--- config.mk ---
export PLATFORM = sky130hd
export DESIGN_NAME = integer_expression_evaluator_flat
export DESIGN_NICKNAME = d
export VERILOG_FILES = /design/src/iee_pkg.sv /design/src/iee_if.sv /design/src/iee_muldiv.sv /design/src/integer_expression_evaluator.sv /design/src/flat_wrapper.sv
export SDC_FILE = /design/constraint.sdc
export NUM_CORES = 1
export LEC_CHECK = 0
export BUFFER_PORTS_ARGS = -buffer_cell sky130_fd_sc_hd__buf_2
export CAP_MARGIN = 0
export CORE_MARGIN = 1.5
export CORE_UTILIZATION = 30
export CTS_CLUSTER_SIZE = 24
export DETAILED_ROUTE_END_ITERATION = 7
export GPL_ROUTABILITY_DRIVEN = 0
export PLACE_DENSITY = 0.45
export SYNTH_ARGS = -nofsm -noshare
export SYNTH_HDL_FRONTEND = slang
export SYNTH_SLANG_ARGS = --single-unit
--- constraint.sdc ---
create_clock -name i_clk -period 14.4 [get_ports i_clk]
set_clock_uncertainty 0.05 [all_clocks]
set_input_delay 1.44 -clock i_clk [delete_from_list [all_inputs] [get_ports i_clk]]
set_output_delay 1.44 -clock i_clk [all_outputs]
set_load 0.05 [all_outputs]
--- src/iee_pkg.sv ---
package iee_pkg;

    localparam int VALUE_WIDTH = 32;
    localparam int CNT_W       = $clog2(VALUE_WIDTH + 1);

    localparam logic [7:0] CH_PLUS  = 8'h2B;
    localparam logic [7:0] CH_MINUS = 8'h2D;
    localparam logic [7:0] CH_STAR  = 8'h2A;
    localparam logic [7:0] CH_SLASH = 8'h2F;
    localparam logic [7:0] CH_SPACE = 8'h20;
    localparam logic [7:0] CH_TAB   = 8'h09;
    localparam logic [7:0] CH_LF    = 8'h0A;
    localparam logic [7:0] CH_ZERO  = 8'h30;
    localparam logic [7:0] CH_NINE  = 8'h39;

    typedef enum logic [1:0] {
        OP_PLUS,
        OP_MINUS,
        OP_TIMES,
        OP_DIVIDE
    } t_op;

    typedef enum logic [1:0] {
        ST_OK,
        ST_INVALID,
        ST_DIV_ZERO
    } t_status;

    typedef enum logic [1:0] {
        S_IDLE,
        S_FLUSH,
        S_WAIT,
        S_DONE
    } t_state;

    typedef struct packed {
        logic                   start;
        logic                   is_div;
        logic [VALUE_WIDTH-1:0] a;
        logic [VALUE_WIDTH-1:0] b;
    } t_md_req;

    typedef struct packed {
        logic                   busy;
        logic                   done;
        logic [VALUE_WIDTH-1:0] result;
    } t_md_rsp;

    function automatic logic signed [31:0] to_out(input logic [VALUE_WIDTH-1:0] v);
        logic signed [63:0] ext;
        ext = 64'(signed'(v));
        return ext[31:0];
    endfunction

endpackage

--- src/iee_if.sv ---
interface iee_in_if;
    logic       valid;
    logic       ready;
    logic [7:0] char_code;
    logic       end_of_expression;

    modport source (output valid, output char_code, output end_of_expression, input ready);
    modport sink   (input valid, input char_code, input end_of_expression, output ready);
endinterface

interface iee_out_if;
    logic               valid;
    logic               ready;
    logic signed [31:0] value;
    logic [1:0]         status;

    modport source (output valid, output value, output status, input ready);
    modport sink   (input valid, input value, input status, output ready);
endinterface

--- src/iee_muldiv.sv ---
module iee_muldiv import iee_pkg::*; (
    input  logic    i_clk,
    input  logic    i_rst_n,
    input  t_md_req i_req,
    output t_md_rsp o_rsp
);

    localparam int W = VALUE_WIDTH;

    logic [W-1:0]     r_acc, n_acc;
    logic [W-1:0]     r_q, n_q;
    logic [W-1:0]     r_b, n_b;
    logic [CNT_W-1:0] r_cnt;
    logic             r_busy, r_done, r_div, r_neg;

    logic [W+1:0]     sum_x, sum_y, sum;
    logic [W-1:0]     abs_a, abs_b;

    assign abs_a = i_req.a[W-1] ? W'(-i_req.a) : i_req.a;
    assign abs_b = i_req.b[W-1] ? W'(-i_req.b) : i_req.b;

    // one shared adder: shift-add multiply or restoring divide step
    always_comb begin
        if (r_div) begin
            sum_x = {1'b0, r_acc, r_q[W-1]};
            sum_y = ~{2'b00, r_b};
        end else begin
            sum_x = {2'b00, r_acc};
            sum_y = {2'b00, r_q};
        end
        sum = sum_x + sum_y + (W+2)'(r_div);
    end

    always_comb begin
        n_acc = r_acc;
        n_q   = r_q;
        n_b   = r_b;
        if (i_req.start) begin
            n_acc = '0;
            n_q   = i_req.is_div ? abs_a : i_req.a;
            n_b   = i_req.is_div ? abs_b : i_req.b;
        end else if (r_busy) begin
            if (r_div) begin
                if (!sum[W+1]) begin
                    n_acc = sum[W-1:0];
                    n_q   = {r_q[W-2:0], 1'b1};
                end else begin
                    n_acc = {r_acc[W-2:0], r_q[W-1]};
                    n_q   = {r_q[W-2:0], 1'b0};
                end
            end else begin
                if (r_b[0]) begin
                    n_acc = sum[W-1:0];
                end
                n_q = {r_q[W-2:0], 1'b0};
                n_b = {1'b0, r_b[W-1:1]};
            end
        end
    end

    always_ff @(posedge i_clk) begin
        r_acc <= n_acc;
        r_q   <= n_q;
        r_b   <= n_b;
        if (i_req.start) begin
            r_div <= i_req.is_div;
            r_neg <= i_req.a[W-1] ^ i_req.b[W-1];
        end
    end

    always_ff @(posedge i_clk) begin
        if (!i_rst_n) begin
            r_busy <= 1'b0;
            r_done <= 1'b0;
            r_cnt  <= '0;
        end else begin
            r_done <= 1'b0;
            if (i_req.start) begin
                r_busy <= 1'b1;
                r_cnt  <= CNT_W'(W);
            end else if (r_busy) begin
                r_cnt <= r_cnt - 1'b1;
                if (r_cnt == CNT_W'(1)) begin
                    r_busy <= 1'b0;
                    r_done <= 1'b1;
                end
            end
        end
    end

    assign o_rsp.busy   = r_busy;
    assign o_rsp.done   = r_done;
    assign o_rsp.result = r_div ? (r_neg ? W'(-r_q) : r_q) : r_acc;

endmodule

--- src/integer_expression_evaluator.sv ---
// channel   | dir | beat fields
// i_expr    | in  | char_code[7:0], end_of_expression
// o_result  | out | value[31:0] signed, status[1:0]
//
// digit, whitespace and invalid beats stay in S_IDLE; a +/- term passes S_FLUSH.
// a * or / term waits in S_WAIT on the shared one-bit-per-cycle multiply/divide
// unit; the end beat passes through S_DONE to post the result.
// i_rst_n, synchronous and active low, zeroes expression state but r_opnd, r_fop.
// the result sits in an output register; a new beat is taken while it waits,
// and only the next end beat holds until o_result is free.
module integer_expression_evaluator import iee_pkg::*; (
    input  logic      i_clk,
    input  logic      i_rst_n,
    iee_in_if.sink    i_expr,
    iee_out_if.source o_result
);

    localparam int W = VALUE_WIDTH;

    t_state         r_state, n_state;
    logic [W-1:0]   r_sum, n_sum;
    logic [W-1:0]   r_last, n_last;
    logic [W-1:0]   r_cur, n_cur;
    logic [W-1:0]   r_opnd, n_opnd;
    t_op            r_pend, n_pend;
    t_op            r_fop, n_fop;
    logic           r_prev_op, n_prev_op;
    logic           r_prev_slash, n_prev_slash;
    t_status        r_err, n_err;
    logic           r_divz, n_divz;
    logic           r_end, n_end;
    logic           r_out_valid;
    logic signed [31:0] r_value;
    t_status        r_status;

    t_md_req        md_req;
    t_md_rsp        md_rsp;

    logic [7:0]     c;
    logic [7:0]     digit_off;
    logic           is_space, is_digit, is_oper, active, ok;
    t_op            op_code;
    t_status        err_new;
    logic [W-1:0]   cur_new;
    logic           prev_op_new, flush_oper, flush_end, need_flush;
    logic           fire_in, fire_done, mul_path;
    logic [W-1:0]   total;
    t_status        status_fin;

    iee_muldiv u_muldiv (
        .i_clk   (i_clk),
        .i_rst_n (i_rst_n),
        .i_req   (md_req),
        .o_rsp   (md_rsp)
    );

    // character decode, error checks and digit accumulation
    always_comb begin
        c         = i_expr.char_code;
        digit_off = c - CH_ZERO;
        is_space  = (c == CH_SPACE) || (c == CH_TAB) || (c == CH_LF);
        is_digit  = (c >= CH_ZERO) && (c <= CH_NINE);
        is_oper   = (c == CH_PLUS) || (c == CH_MINUS) || (c == CH_STAR) || (c == CH_SLASH);
        case (c)
            CH_PLUS:  op_code = OP_PLUS;
            CH_MINUS: op_code = OP_MINUS;
            CH_STAR:  op_code = OP_TIMES;
            default:  op_code = OP_DIVIDE;
        endcase

        active  = !is_space && (r_err == ST_OK);
        err_new = r_err;
        if (active) begin
            if (r_prev_op && is_oper) begin
                err_new = ST_INVALID;
            end else if (r_prev_slash && (c == CH_ZERO)) begin
                err_new = ST_DIV_ZERO;
            end else if (!is_oper && !is_digit) begin
                err_new = ST_INVALID;
            end
        end
        ok = active && (err_new == ST_OK);

        if (ok && is_digit) begin
            cur_new = {r_cur[W-4:0], 3'b000} + {r_cur[W-2:0], 1'b0} + W'(digit_off[3:0]);
        end else if (ok && is_oper) begin
            cur_new = '0;
        end else begin
            cur_new = r_cur;
        end

        prev_op_new = active ? is_oper : r_prev_op;
        flush_oper  = ok && is_oper;
        flush_end   = i_expr.end_of_expression && (err_new == ST_OK) && !prev_op_new;
        need_flush  = flush_oper || flush_end;
    end

    assign fire_in   = i_expr.valid && i_expr.ready;
    assign fire_done = (r_state == S_DONE) && (!r_out_valid || o_result.ready);
    assign mul_path  = (r_fop == OP_TIMES) || ((r_fop == OP_DIVIDE) && (r_opnd != '0));
    assign total     = r_sum + r_last;

    always_comb begin
        if (r_err != ST_OK) begin
            status_fin = r_err;
        end else if (r_divz) begin
            status_fin = ST_DIV_ZERO;
        end else begin
            status_fin = ST_OK;
        end
    end

    // next state
    always_comb begin
        n_state = r_state;
        unique case (r_state)
            S_IDLE: begin
                if (fire_in) begin
                    if (need_flush) begin
                        n_state = S_FLUSH;
                    end else if (i_expr.end_of_expression) begin
                        n_state = S_DONE;
                    end
                end
            end
            S_FLUSH: begin
                if (mul_path) begin
                    n_state = S_WAIT;
                end else begin
                    n_state = r_end ? S_DONE : S_IDLE;
                end
            end
            S_WAIT: begin
                if (md_rsp.done) begin
                    n_state = r_end ? S_DONE : S_IDLE;
                end
            end
            S_DONE: begin
                if (fire_done) begin
                    n_state = S_IDLE;
                end
            end
            default: n_state = S_IDLE;
        endcase
    end

    // state outputs
    always_comb begin
        i_expr.ready  = 1'b0;
        md_req.start  = 1'b0;
        md_req.is_div = (r_fop == OP_DIVIDE);
        md_req.a      = r_last;
        md_req.b      = r_opnd;
        unique case (r_state)
            S_IDLE:  i_expr.ready = 1'b1;
            S_FLUSH: md_req.start = mul_path;
            S_WAIT:  md_req.start = 1'b0;
            S_DONE:  md_req.start = 1'b0;
            default: i_expr.ready = 1'b0;
        endcase
    end

    // expression datapath
    always_comb begin
        n_sum        = r_sum;
        n_last       = r_last;
        n_cur        = r_cur;
        n_opnd       = r_opnd;
        n_pend       = r_pend;
        n_fop        = r_fop;
        n_prev_op    = r_prev_op;
        n_prev_slash = r_prev_slash;
        n_err        = r_err;
        n_divz       = r_divz;
        n_end        = r_end;
        unique case (r_state)
            S_IDLE: begin
                if (fire_in) begin
                    n_err        = err_new;
                    n_cur        = cur_new;
                    n_prev_op    = prev_op_new;
                    n_prev_slash = active ? (c == CH_SLASH) : r_prev_slash;
                    n_pend       = flush_oper ? op_code : r_pend;
                    n_fop        = r_pend;
                    n_opnd       = flush_oper ? r_cur : cur_new;
                    n_end        = i_expr.end_of_expression;
                end
            end
            S_FLUSH: begin
                case (r_fop)
                    OP_PLUS: begin
                        n_sum  = total;
                        n_last = r_opnd;
                    end
                    OP_MINUS: begin
                        n_sum  = total;
                        n_last = W'(-r_opnd);
                    end
                    default: begin
                        if (!mul_path) begin
                            n_divz = 1'b1;
                            n_last = '0;
                        end
                    end
                endcase
            end
            S_WAIT: begin
                if (md_rsp.done) begin
                    n_last = md_rsp.result;
                end
            end
            S_DONE: begin
                if (fire_done) begin
                    n_sum        = '0;
                    n_last       = '0;
                    n_cur        = '0;
                    n_pend       = OP_PLUS;
                    n_prev_op    = 1'b0;
                    n_prev_slash = 1'b0;
                    n_err        = ST_OK;
                    n_divz       = 1'b0;
                    n_end        = 1'b0;
                end
            end
            default: n_end = 1'b0;
        endcase
    end

    always_ff @(posedge i_clk) begin
        if (!i_rst_n) begin
            r_state      <= S_IDLE;
            r_sum        <= '0;
            r_last       <= '0;
            r_cur        <= '0;
            r_pend       <= OP_PLUS;
            r_prev_op    <= 1'b0;
            r_prev_slash <= 1'b0;
            r_err        <= ST_OK;
            r_divz       <= 1'b0;
            r_end        <= 1'b0;
            r_out_valid  <= 1'b0;
        end else begin
            r_state      <= n_state;
            r_sum        <= n_sum;
            r_last       <= n_last;
            r_cur        <= n_cur;
            r_pend       <= n_pend;
            r_prev_op    <= n_prev_op;
            r_prev_slash <= n_prev_slash;
            r_err        <= n_err;
            r_divz       <= n_divz;
            r_end        <= n_end;
            if (fire_done) begin
                r_out_valid <= 1'b1;
            end else if (o_result.ready) begin
                r_out_valid <= 1'b0;
            end
        end
    end

    always_ff @(posedge i_clk) begin
        r_opnd <= n_opnd;
        r_fop  <= n_fop;
        if (fire_done) begin
            r_value  <= (status_fin == ST_OK) ? to_out(total) : '0;
            r_status <= status_fin;
        end
    end

    assign o_result.valid  = r_out_valid;
    assign o_result.value  = r_value;
    assign o_result.status = r_status;

    // checks
    a_start_idle: assert property (@(posedge i_clk) disable iff (!i_rst_n)
        md_req.start |-> !md_rsp.busy)
        else $error("multiply/divide unit started while busy");

    a_wait_live: assert property (@(posedge i_clk) disable iff (!i_rst_n)
        (r_state == S_WAIT) |-> (md_rsp.busy || md_rsp.done))
        else $error("waiting on an idle multiply/divide unit");

    a_err_zero: assert property (@(posedge i_clk) disable iff (!i_rst_n)
        (o_result.valid && (o_result.status != ST_OK)) |-> (o_result.value == '0))
        else $error("nonzero value with error status");

    a_out_from_done: assert property (@(posedge i_clk) disable iff (!i_rst_n)
        $rose(r_out_valid) |-> ($past(r_state) == S_DONE))
        else $error("result posted outside done state");

endmodule
--- src/flat_wrapper.sv ---
// flat-port wrapper written by rule: the top's interface ports become plain ports
module integer_expression_evaluator_flat import iee_pkg::*;
  (i_clk, i_rst_n, i_expr_valid, i_expr_char_code, i_expr_end_of_expression, i_expr_ready, o_result_valid, o_result_value, o_result_status, o_result_ready);
  iee_in_if i_expr_i ();
  iee_out_if o_result_i ();
  input  logic i_clk;
  input  logic i_rst_n;
  input wire logic [$bits(i_expr_i.valid)-1:0] i_expr_valid;
  input wire logic [$bits(i_expr_i.char_code)-1:0] i_expr_char_code;
  input wire logic [$bits(i_expr_i.end_of_expression)-1:0] i_expr_end_of_expression;
  output wire logic [$bits(i_expr_i.ready)-1:0] i_expr_ready;
  output wire logic [$bits(o_result_i.valid)-1:0] o_result_valid;
  output wire logic [$bits(o_result_i.value)-1:0] o_result_value;
  output wire logic [$bits(o_result_i.status)-1:0] o_result_status;
  input wire logic [$bits(o_result_i.ready)-1:0] o_result_ready;
  assign i_expr_i.valid = i_expr_valid;
  assign i_expr_i.char_code = i_expr_char_code;
  assign i_expr_i.end_of_expression = i_expr_end_of_expression;
  assign i_expr_ready = i_expr_i.ready;
  assign o_result_valid = o_result_i.valid;
  assign o_result_value = o_result_i.value;
  assign o_result_status = o_result_i.status;
  assign o_result_i.ready = o_result_ready;
  integer_expression_evaluator u_core (.i_clk(i_clk), .i_rst_n(i_rst_n), .i_expr(i_expr_i), .o_result(o_result_i));
endmodule
---- After elaboration in Yosys (flattened, before gate mapping) ----
Index checks and enable logic that the tools add are counted.
operators by class
  bitwise logic cells ..................... 4
  div/mod/pow operators ................... 0
  reductions and logical operators ........ 52
  multiply operators ...................... 0
  equality and inequality tests ........... 26
  $add $sub $neg .......................... 10
  mux-type cells .......................... 72
  order comparisons ....................... 2
  shift operators ......................... 0
operator list
  kind                                                                                  number
  32-bit two-way mux                                                                    22
  32-bit one-hot mux with 2 select lines                                                3
  32-bit negator                                                                        3
  32-bit one-hot mux with 3 select lines                                                1
  32-bit adder                                                                          2
  8-bit by 6-bit == test with 1-bit output (second input constant)                      6
  34-bit by 1-bit adder with 34-bit output                                              1
  34-bit adder                                                                          1
  34-bit two-way mux                                                                    1
  32-bit NOT with 34-bit output                                                         1
  33-bit two-way mux                                                                    1
  32-bit by 4-bit adder with 32-bit output                                              1
  2-bit two-way mux                                                                     16
  32-bit nonzero test                                                                   1
  4-bit AND reduction                                                                   5
  1-bit two-way mux                                                                     18
  8-bit by 4-bit == test with 1-bit output (second input constant)                      2
  1-bit logical AND                                                                     13
  6-bit two-way mux                                                                     2
  2-bit nonzero test                                                                    6
  2-bit logical NOT                                                                     5
  2-bit by 1-bit inequality test with 1-bit output (second input constant)              5
  2-bit == test (second input constant)                                                 4
  8-bit by 6-bit greater-or-equal comparator with 1-bit output (second input constant)  1
  21 further kinds                                                                      45
word-level totals
  logic and storage cells ................. 190
  bits in writable memories ............... 0
  memories ................................ 0
  output and inout bits ................... 36
  register bits ........................... 281
  bits in latches ......................... 0
  ROM bits ................................ 0
  input bits .............................. 13

---- Logic depth before layout (Yosys ltp) ----
Gate-level depths: netlist of the first run.
  word-level depth ........................ 17
  mapped depth ............................ 24
  depth with buffers taken out ............ 19

---- Modules after synthesis ----
Synthesis of the first run repeated with hierarchy kept, for this count alone.
second synthesis, totals
  cell total of the unflattened synthesis .. 2,371
  area total of the unflattened synthesis .. 20,225.6 µm²
modules (own cells, without submodules)
  module                        area an instance (µm²)  sequential area each (µm²)  cells an instance  times used
  integer_expression_evaluator  11,048.1                4,184.0                     1,222              1
  iee_muldiv                    9,177.6                 2,782.7                     1,149              1

---- Worst setup path after synthesis of the first run ----
Ideal clock, no wire load.
  kind .................................... register -> register
  start point ............................. reg u_core.u_muldiv.r_div
  end point ............................... reg u_core.u_muldiv.r_acc[30]
  setup slack ............................. 9.138 ns
  buffers on the path ..................... 6
  cell stages (with the launch flop) ...... 24
  period minus slack after synthesis ...... 5.262 ns
  arrival time ............................ 5.083 ns
  library setup time ...................... 0.129 ns
  required time ........................... 14.221 ns
  cell sequence ........................... edfxtp_1 -> clkbuf_1 -> clkbuf_1 -> clkbuf_1 -> buf_1 -> nor2_1 -> a21oi_1 -> ha_1 -> nor2b_1 -> o2111a_1 -> o31ai_1 -> a21boi_0 -> a22o_1 -> o2bb2ai_1 -> o21ai_0 -> a211oi_1 -> nor2_1 -> ha_1 -> and2_1 -> clkbuf_1 -> clkbuf_1 -> nor2_1 -> a2111oi_0 -> nor2_1
on the way
  cells in the longest elaborated chain, start to end .. 5
  elaborated cells on any way between the ends .. 9
  those cells by class .................... add/sub (2); mux (5); reduce/logical (2)
RTL lines
  item                                                      line                                text
  start: declaration                                        iee_muldiv.sv:14                    logic r_busy, r_done, r_div, r_neg;
  start signal: assignment                                  iee_muldiv.sv:66                    r_div <= i_req.is_div;
  33-bit two-way mux or 34-bit two-way mux (tied branches)  iee_muldiv.sv:24                    if (r_div) begin
  34-bit adder                                              iee_muldiv.sv:31                    sum = sum_x + sum_y + (W+2)'(r_div);
  34-bit by 1-bit adder with 34-bit output                  iee_muldiv.sv:31
  32-bit two-way mux (on tied branches)                     iee_muldiv.sv:52, iee_muldiv.sv:44
  32-bit two-way mux                                        iee_muldiv.sv:43                    if (r_div) begin
  end signal: assignment                                    iee_muldiv.sv:62                    r_acc <= n_acc;
  end: declaration                                          iee_muldiv.sv:10                    logic [W-1:0] r_acc, n_acc;
Parallel ways exist; a longest one is shown, timed or not. The select of a mux whose other input is x is not followed.
A chain may end at the register's enable or synchronous reset.

---- Final worst setup path of the first run ----
Same ends and word-level chain as after synthesis.

==> run summary, run 1 <==
Outcome: completed
Gate power share: 45.4%
Clock power frac: 22.4%
Pwr dens: 197 nW/um2
Routed WL: 59700 um
Die width: 258 um
Sink Count: 281
Post-route ant nets: 0
Internal cell power: 2.41 mW
Worst-margin pin slew: 1.32 ns
Worst min-delay path class: flop to flop
Setup Crit Path Kind: flop to flop
Worst vdd ir: 0.000118 V
Die ar.: 66700 um2
CP Max Fanout: 162
First-pass GRT wire length: 93300 um
Gate Count Post-Synth: 2294
H-tree levels: 2
Sequential Power Share: 32.2%
Grt total ovfl: 0
Post-synthesis sequential area ratio: 35.7%
Post-route setup TNS: 0 ns
EDFF count, synth: 134
DRT Pass-1 Iters: 5
PortBufs: 48
Placed instance area: 20600 um2
Mean post-synth cell area: 8.52 um2
DPL Wire Length: 44500 um
Floorplan row count: 93
Share of post-route cells with drive strength above 1: 9.21%
Max Fclk: 0.163 GHz
Max-cap violations: 0
Top FF cell, synth: dfxtp_1
R2R setup slack: 8.25 ns
Initial antenna violation count: 0
CTS buffer count: 36
CTS Hold Buffers Added: 0
Setup violators final: 0
CORE AREA: 64300 um2
Ys async rst share: 0%
Max Slew Vio Count: 0
Initial Util: 30.4%
Post-CTS Resized: 0
Net Switching: 1.89 mW
Largest area contributor in the netlist: edfxtp_1
Design Area, Final: 21900 um2
RSZ-0062 raised after global routing: no
Area Overhead vs Synth: 12.0%
Req. time, crit path: 14.77 ns
CTS tree: done
Synth cell types: 77
Slew margin rel.: 9.90%
Post-synth top area share: 20.6%
Routing usage on met1: 23.4%
CP startpoint kind: flop
Met3 usage: 2.92%
Tcrit/Tclk final: 42.7%
Worst-path clk slew: 0.06 ns
Most common cell in the synthesized netlist: nor2_1
GR peak layer: met2
Sw Ratio: 44.0%
Met2 Resource Use GR: 29.5%
Syn nets: 2443
Detailed-route via count: 16.8k
Vias in the first global route: 16.2k
Root Driver: clkbuf_16
CP Capture Type: flop
Io pins: 49
Yosys reg bits: 281
Largest cells by area after synthesis: edfxtp_1 21%, dfxtp_1 15%, ha_1 8.4%
Most frequent cells after synthesis: 263 x nor2_1, 262 x nand2_1, 200 x o21ai_0
Leakage: 8.70 nW
Gr usage total: 17.6%
Die Height: 258 um
Diodes inserted: 0
Routed length per instance: 18.8 um
Maximum root-to-sink buffer count: 3
Synthesized area: 19500 um2
Yosys warns: 0
Worst-Skew Late Latency: 0.55 ns
Final Hold Vio Count: 0
Via density: 5.30
Critical Path AT: 6.51 ns
Residual DRC: 0
Placed Cells incl. Taps: 3102
Largest net degree at the start of global routing: 163
Fin cells: 3168
Post-CTS Setup Inserts: 0
Fin crit period: 6.15 ns
Core Util, Final: 34.0%
Final net count: 2434
Initial DRC Count: 1172
[cell usage in the layout (no fill, tap or decap), types with 38 or more instances in the layout]
master,n
inv_1,45
o21ai_0,199
xor2_1,109
mux2_2,50
xnor2_1,94
edfxtp_1,134
a21oi_1,191
ha_1,131
nand3_1,38
nor3_1,39
dfxtp_1,147
nand2_1,261
nor2_1,260
clkbuf_16,40
a22oi_1,54
buf_2,48
[critical path, cell delays in order (launching register included)]
cell and delay, ns:
edfxtp_1 0.37, buf_12 0.49, mux2_2 0.44, ha_1 0.30, nor2b_1 0.15, o2111a_1 0.25, o31ai_1 0.49, a21boi_0 0.37
a22o_1 0.34, o2bb2ai_1 0.25, o21ai_0 0.19, a211oi_1 0.26, nor2_1 0.07, ha_1 0.29, nand2_1 0.61, nand3_1 0.31
mux2i_1 0.11, a2111oi_0 0.48, nor2_1 0.09
[metrics by stage]
stage                     setup WS, ns  power [mW]  hold slack [ns]
after floorplan                   9.14        2.78            0.358
after CTS                         8.34        4.34            0.393
after detailed placement          8.37        3.35            0.379
after global routing              7.79        4.63            0.412
final                             8.25        4.31            0.391
after global placement            8.44        3.33            0.369
[cell type report]
cell class,count,area (um2)
Clock buffer,46,1050
Multi-Input combinational cell,1850,12000
Tap cell,855,1070
Sequential cell,281,6970
Clock inverter,20,206
Fill cell,6686,42500
Timing Repair Buffer,69,410
Inverter,47,176
[path summary, 6_finish.rpt]
kind	start	end	cells past startpoint
setup reg to reg	u_core.u_muldiv.r_div	u_core.u_muldiv.r_acc[30]	18
setup / recovery	u_core.u_muldiv.r_div	u_core.u_muldiv.r_acc[30]	18
hold reg to reg	u_core.r_pend[1]	u_core.r_fop[1]	0
hold / removal	u_core.r_pend[1]	u_core.r_fop[1]	0
[power by group through the flow]
stage	Combinational, mW	Clock [mW]	Sequential, mW
global route	2.19	1.02	1.42
global placement	1.93	0	1.40
finish	1.95	0.965	1.39
floorplan	1.48	0	1.30
CTS	1.96	0.991	1.39
detailed placement	1.95	0	1.40
[flip-flops by register name, summed over array words and instances (netlist names), 6 cells and up]
name and count:
u_core.o_result.value 32, u_core.r_opnd 32, u_core.r_last 32, u_core.u_muldiv.r_q 32, u_core.u_muldiv.r_b 32, u_core.r_sum 32
u_core.u_muldiv.r_acc 32, u_core.u_muldiv.r_cnt 6, u_core.r_cur 32
[kinds of logic (layout without fill, tap and decap cells)]
kind of cell	after synthesis	in the layout	share of synthesized area, %
XOR/XNOR	203	203	9.10
buffers and inverters	163	182	3.20
flip-flops	281	281	35.7
adder cells (fa/ha/maj)	136	136	8.90
multiplexers	66	66	3.70
AND/OR/NAND/NOR	752	752	17.3
AO/OA/AOI/OAI	693	693	22.1
[routing by layer]
layer	vias to the layer above	share of wire (%)	wire (um)
met5	-	0	0
met4	0	2.3	1390
met3	73	4.8	2870
met2	352	47	28000
met1	8027	46	27400
li1	8338	-	-
No activity file was read; power rests on OpenSTA's default activity.
==> inputs of run 2 (changes only) <==
- clock period: 14.4 -> 6.2 ns (I/O delays scaled with it)
==> run summary, run 2 (synthesis gave the netlist of run 1 again) <==
Outcome: completed
Root Driver: clkbuf_16
CP peak stage delay: 0.70 ns
Via density: 5.33
Post-CTS Resized: 0
Max-cap violations: 0
Worst min-delay path class: input pin to flop
Detailed-route via count: 16.9k
Fin crit period: 5.54 ns
Io pins: 49
Crit path launch: u_core.u_muldiv.r_div
CTS tree: done
CTS buffer count: 36
Diodes inserted: 0
Core Util, Final: 33.8%
Largest net degree at the start of global routing: 89
Maximum root-to-sink buffer count: 3
Gr usage total: 17.7%
Commonest non-fill, non-tap cell in the layout: nand2_1
Post-route setup TNS: 0 ns
Die Height: 258 um
Leakage: 8.65 nW
Design Area, Final: 21800 um2
Grt total ovfl: 0
Pwr dens: 451 nW/um2
Routed length per instance: 18.9 um
Setup Crit Path Kind: flop to flop
Critical Path AT: 5.90 ns
Worst vdd ir: 0.000204 V
DR WL met3: 2650 um
Initial antenna violation count: 0
Worst hold start: i_expr_end_of_expression
CP startpoint kind: flop
Critical path cell sequence: buf_12 -> mux2i_1 -> fa_1 -> nor2b_1 -> o2111a_1 -> o31ai_1 -> a21boi_0 -> a22o_1 -> o2bb2ai_1 -> o21ai_0 -> a211oi_1 -> nor2_1 -> ha_1 -> nand2_1 -> nand3_1 -> mux2i_1 -> a2111oi_0 -> nor2_1
H-tree levels: 2
Worst-margin pin slew: 1.20 ns
CP Capture Type: flop
Post-route ant nets: 0
Die width: 258 um
Worst-Skew Late Latency: 0.56 ns
Residual DRC: 0
DRT Pass-1 Iters: 6
First-pass GRT wire length: 94100 um
Die ar.: 66700 um2
Wl on met1: 27300 um
Area Overhead vs Synth: 11.5%
Floorplan row count: 93
Placed Cells incl. Taps: 3105
Final net count: 2437
Slew margin rel.: 19.5%
Final Hold Vio Count: 0
Placed instance area: 20600 um2
R2r startpoint: u_core.u_muldiv.r_div
Req. time, crit path: 6.56 ns
CP Max Fanout: 63
Routed WL: 60000 um
Most frequent cells in the layout: 261 x nand2_1, 260 x nor2_1, 199 x o21ai_0, 191 x a21oi_1, 147 x dfxtp_1
Initial Util: 30.4%
Met2 wire length: 28800 um
RSZ-0062 raised after global routing: no
Slowest-stage cell, CP: edfxtp_1
Share of post-route cells with drive strength above 1: 8.89%
Top sig layer: met4
Initial DRC Count: 1085
Max Slew Vio Count: 0
Post-CTS Setup Inserts: 0
Vias in the first global route: 16.6k
CTS Hold Buffers Added: 0
Worst-path clk slew: 0.06 ns
Max Fclk: 0.181 GHz
Fin cells: 3171
PortBufs: 48
Tcrit/Tclk final: 89.3%
Sink Count: 281
CORE AREA: 64300 um2
Setup violators final: 0
DPL Wire Length: 45100 um
-- run 2: cell count changes in the layout (fill, tap and decap cells not counted), sizes merged --
cell      change
bufinv        -3
clkinv        +1
clkinvlp      -1
buf           +3
clkbuf        +4
inv           -1
-- run 2: layer usage --
metal / global-route usage (%) / vias to the layer above
met5: 0 / -
met4: 4.84 / 0
met3: 2.23 / 81
met2: 30.7 / 355
met1: 23.0 / 8120
li1: - / 8351
-- run 2: worst paths after layout --
kind / endpoint / slack [ns] / cells past startpoint
max: u_core.u_muldiv.r_acc[30] / 0.66 / 18
min: u_core.r_end / 0.33 / 3
max reg2reg: u_core.u_muldiv.r_acc[30] / 0.66 / 18
min reg2reg: u_core.r_fop[1] / 0.40 / 0
-- run 2: through the flow --
stage	setup WS (ns)	total power, mW	hold WS [ns]
after floorplan	0.938	6.46	0.358
after global placement	0.939	7.76	0.373
after detailed placement	0.826	7.80	0.379
after CTS	0.807	9.89	0.299
after global routing	0.168	10.5	0.331
final	0.664	9.82	0.332
-- run 2: layout make-up --
class	count	area, um2
repair buffers	72	445
multi-input cells	1850	12000
well taps	855	1070
clock inverters	16	109
fillers	6712	42600
inverters	47	176
flip-flops and latches	281	6970
clock buffers	50	1020
-- run 2: worst max-delay path: cells and delay by family, from the launching register on --
family,cells,cell delay (ns)
AO/OA/AOI/OAI,8,2.66
buffers and inverters,1,0.34
AND/OR/NAND/NOR,5,0.74
multiplexers,2,0.36
flip-flops,1,0.70
adder cells (fa/ha/maj),2,0.53
-- run 2: power breakdown --
group | internal (mW) | switching [mW]
Combinational | 1.70 | 2.85
Clock | 1.19 | 0.845
Sequential | 2.55 | 0.690
Total | 5.43 | 4.38
==> inputs of run 3 (changes only) <==
- BUFFER_PORTS_ARGS: -buffer_cell sky130_fd_sc_hd__buf_2 -> not set
- DONT_BUFFER_PORTS: not set -> 1
==> run summary, run 3 (synthesis gave the netlist of run 1 again) <==
Vias in the first global route: 15.8k
Gate power share: 44.6%
CTS tree: done
Floorplan row count: 93
Detailed-route via count: 16.6k
Fin cells: 3124
Area Overhead vs Synth: 10.8%
Leakage: 8.51 nW
Diodes inserted: 0
Max-cap violations: 0
Sw Ratio: 44.0%
Register Area: 6970 um2
Setup Crit Path Kind: flop to flop
Critical path cell sequence: buf_4 -> mux2i_1 -> fa_1 -> nor2b_1 -> o2111a_1 -> o31ai_1 -> a21boi_0 -> a22o_1 -> o2bb2ai_1 -> o21ai_0 -> a211oi_1 -> nor2_1 -> ha_1 -> and2_1 -> or3_1 -> mux2i_1 -> a2111oi_0 -> nor2_1
Capturing point of the worst reg2reg path: u_core.u_muldiv.r_acc[30]
Die width: 258 um
Internal cell power: 5.54 mW
CTS Hold Buffers Added: 0
First-pass GRT wire length: 91900 um
DPL Wire Length: 44400 um
Final net count: 2392
Root Driver: clkbuf_16
CTS buffer count: 35
Grt total ovfl: 0
CORE AREA: 64300 um2
Die Height: 258 um
Post-route ant nets: 0
Share of post-route cells with drive strength above 1: 7.45%
Max Fclk: 0.175 GHz
CP Capture Type: flop
Core Util, Final: 33.6%
RSZ-0062 raised after global routing: no
Worst hold start: i_rst_n
Net Switching: 4.36 mW
R2R setup slack: 0.47 ns
Post-CTS Setup Inserts: 0
Hold Path Cell Cnt: 2
Setup violators final: 0
Worst-path clk slew: 0.06 ns
Final Hold Vio Count: 0
Most frequent cells in the layout: 261 x nand2_1, 260 x nor2_1, 199 x o21ai_0, 191 x a21oi_1, 147 x dfxtp_1
Io pins: 49
Worst-Skew Late Latency: 0.56 ns
Routed length per instance: 18.9 um
Filler cells: 6700
Largest net degree at the start of global routing: 107
Critical Path AT: 6.10 ns
Placed Cells incl. Taps: 3061
Maximum root-to-sink buffer count: 3
DRT Pass-1 Iters: 5
Via density: 5.32
Clock power frac: 21.8%
Post-route setup TNS: 0 ns
Slew margin rel.: 24.6%
Gr usage total: 17.3%
Commonest non-fill, non-tap cell in the layout: nand2_1
Design Area, Final: 21600 um2
Hold path endpoint: u_core.r_last[19]
Slowest-stage cell, CP: edfxtp_1
Initial antenna violation count: 0
Initial DRC Count: 1063
Worst min-delay path class: input pin to flop
Placed instance area: 20400 um2
Req. time, crit path: 6.57 ns
Tcrit/Tclk final: 92.4%
Outcome: completed
R2r startpoint: u_core.u_muldiv.r_div
Initial Util: 30.4%
Worst-margin pin slew: 1.10 ns
Pwr dens: 458 nW/um2
PortBufs: 0
Sink Count: 281
Worst vdd ir: 0.000273 V
Sequential Power Share: 33.6%
CP Max Fanout: 25
Residual DRC: 0
Die ar.: 66700 um2
Max Slew Vio Count: 0
CP startpoint kind: flop
CP peak stage delay: 0.83 ns
Fin crit period: 5.73 ns
Worst R2R Path Depth: 18
Routed WL: 59100 um
Footprint of the multi-input gates: 12000 um2
H-tree levels: 2
-- run 3: critical path, delay by kind of cell, from the launching register on --
kind / cells / cell delay [ns]
flip-flops: 1 / 0.83
multiplexers: 2 / 0.31
buffers and inverters: 1 / 0.33
AO/OA/AOI/OAI: 8 / 2.63
AND/OR/NAND/NOR: 5 / 0.88
adder cells (fa/ha/maj): 2 / 0.54
-- run 3: layout make-up --
cell class	count	share of cell area, %
multi-input combinational	1850	55.4
sequential	281	32.2
tap	855	4.94
clock buffer	48	4.61
timing repair buffer	28	1.14
clock inverter	15	0.908
inverter	47	0.815
-- run 3: timing repair --
action,in CTS,in global routing
endpoints found under the setup margin,0,2
gates resized for setup,0,1
hold endpoints to repair,0,0
-- run 3: power groups by stage --
stage | Combinational, mW | Clock [mW] | Sequential [mW]
floorplan | 3.44 | 0 | 3.03
global placement | 4.36 | 0 | 3.37
detailed placement | 4.40 | 0 | 3.37
CTS | 4.43 | 2.22 | 3.34
global route | 4.94 | 2.29 | 3.40
finish | 4.41 | 2.16 | 3.33
-- run 3: metal layers --
layer,global-route usage (%),share of wire [%],up-vias
met1,23.3,47,8018
met2,29.3,48,303
li1,-,-,8245
met3,2.11,3.7,66
met5,0,0,-
met4,4.13,1.9,0
-- run 3: worst max path at each step --
stage                                      from                   endpoint  depth (start not counted)
final                     u_core.u_muldiv.r_div  u_core.u_muldiv.r_acc[30]                         18
after global routing      u_core.u_muldiv.r_div  u_core.u_muldiv.r_acc[30]                         18
after CTS                 u_core.u_muldiv.r_div  u_core.u_muldiv.r_acc[30]                         16
after detailed placement  u_core.u_muldiv.r_div  u_core.u_muldiv.r_acc[30]                         16
after global placement    u_core.u_muldiv.r_div  u_core.u_muldiv.r_acc[30]                         16
after floorplan           u_core.u_muldiv.r_div  u_core.u_muldiv.r_acc[30]                         23
-- run 3: stage by stage --
stage               setup slack, ns  hold WS (ns)  total power [mW]
global route                 0.0371         0.144              10.6
global placement              0.668         0.376              7.73
finish                        0.474         0.166              9.90
detailed placement            0.379         0.391              7.77
CTS                           0.354         0.125              9.98
floorplan                     0.938         0.358              6.46
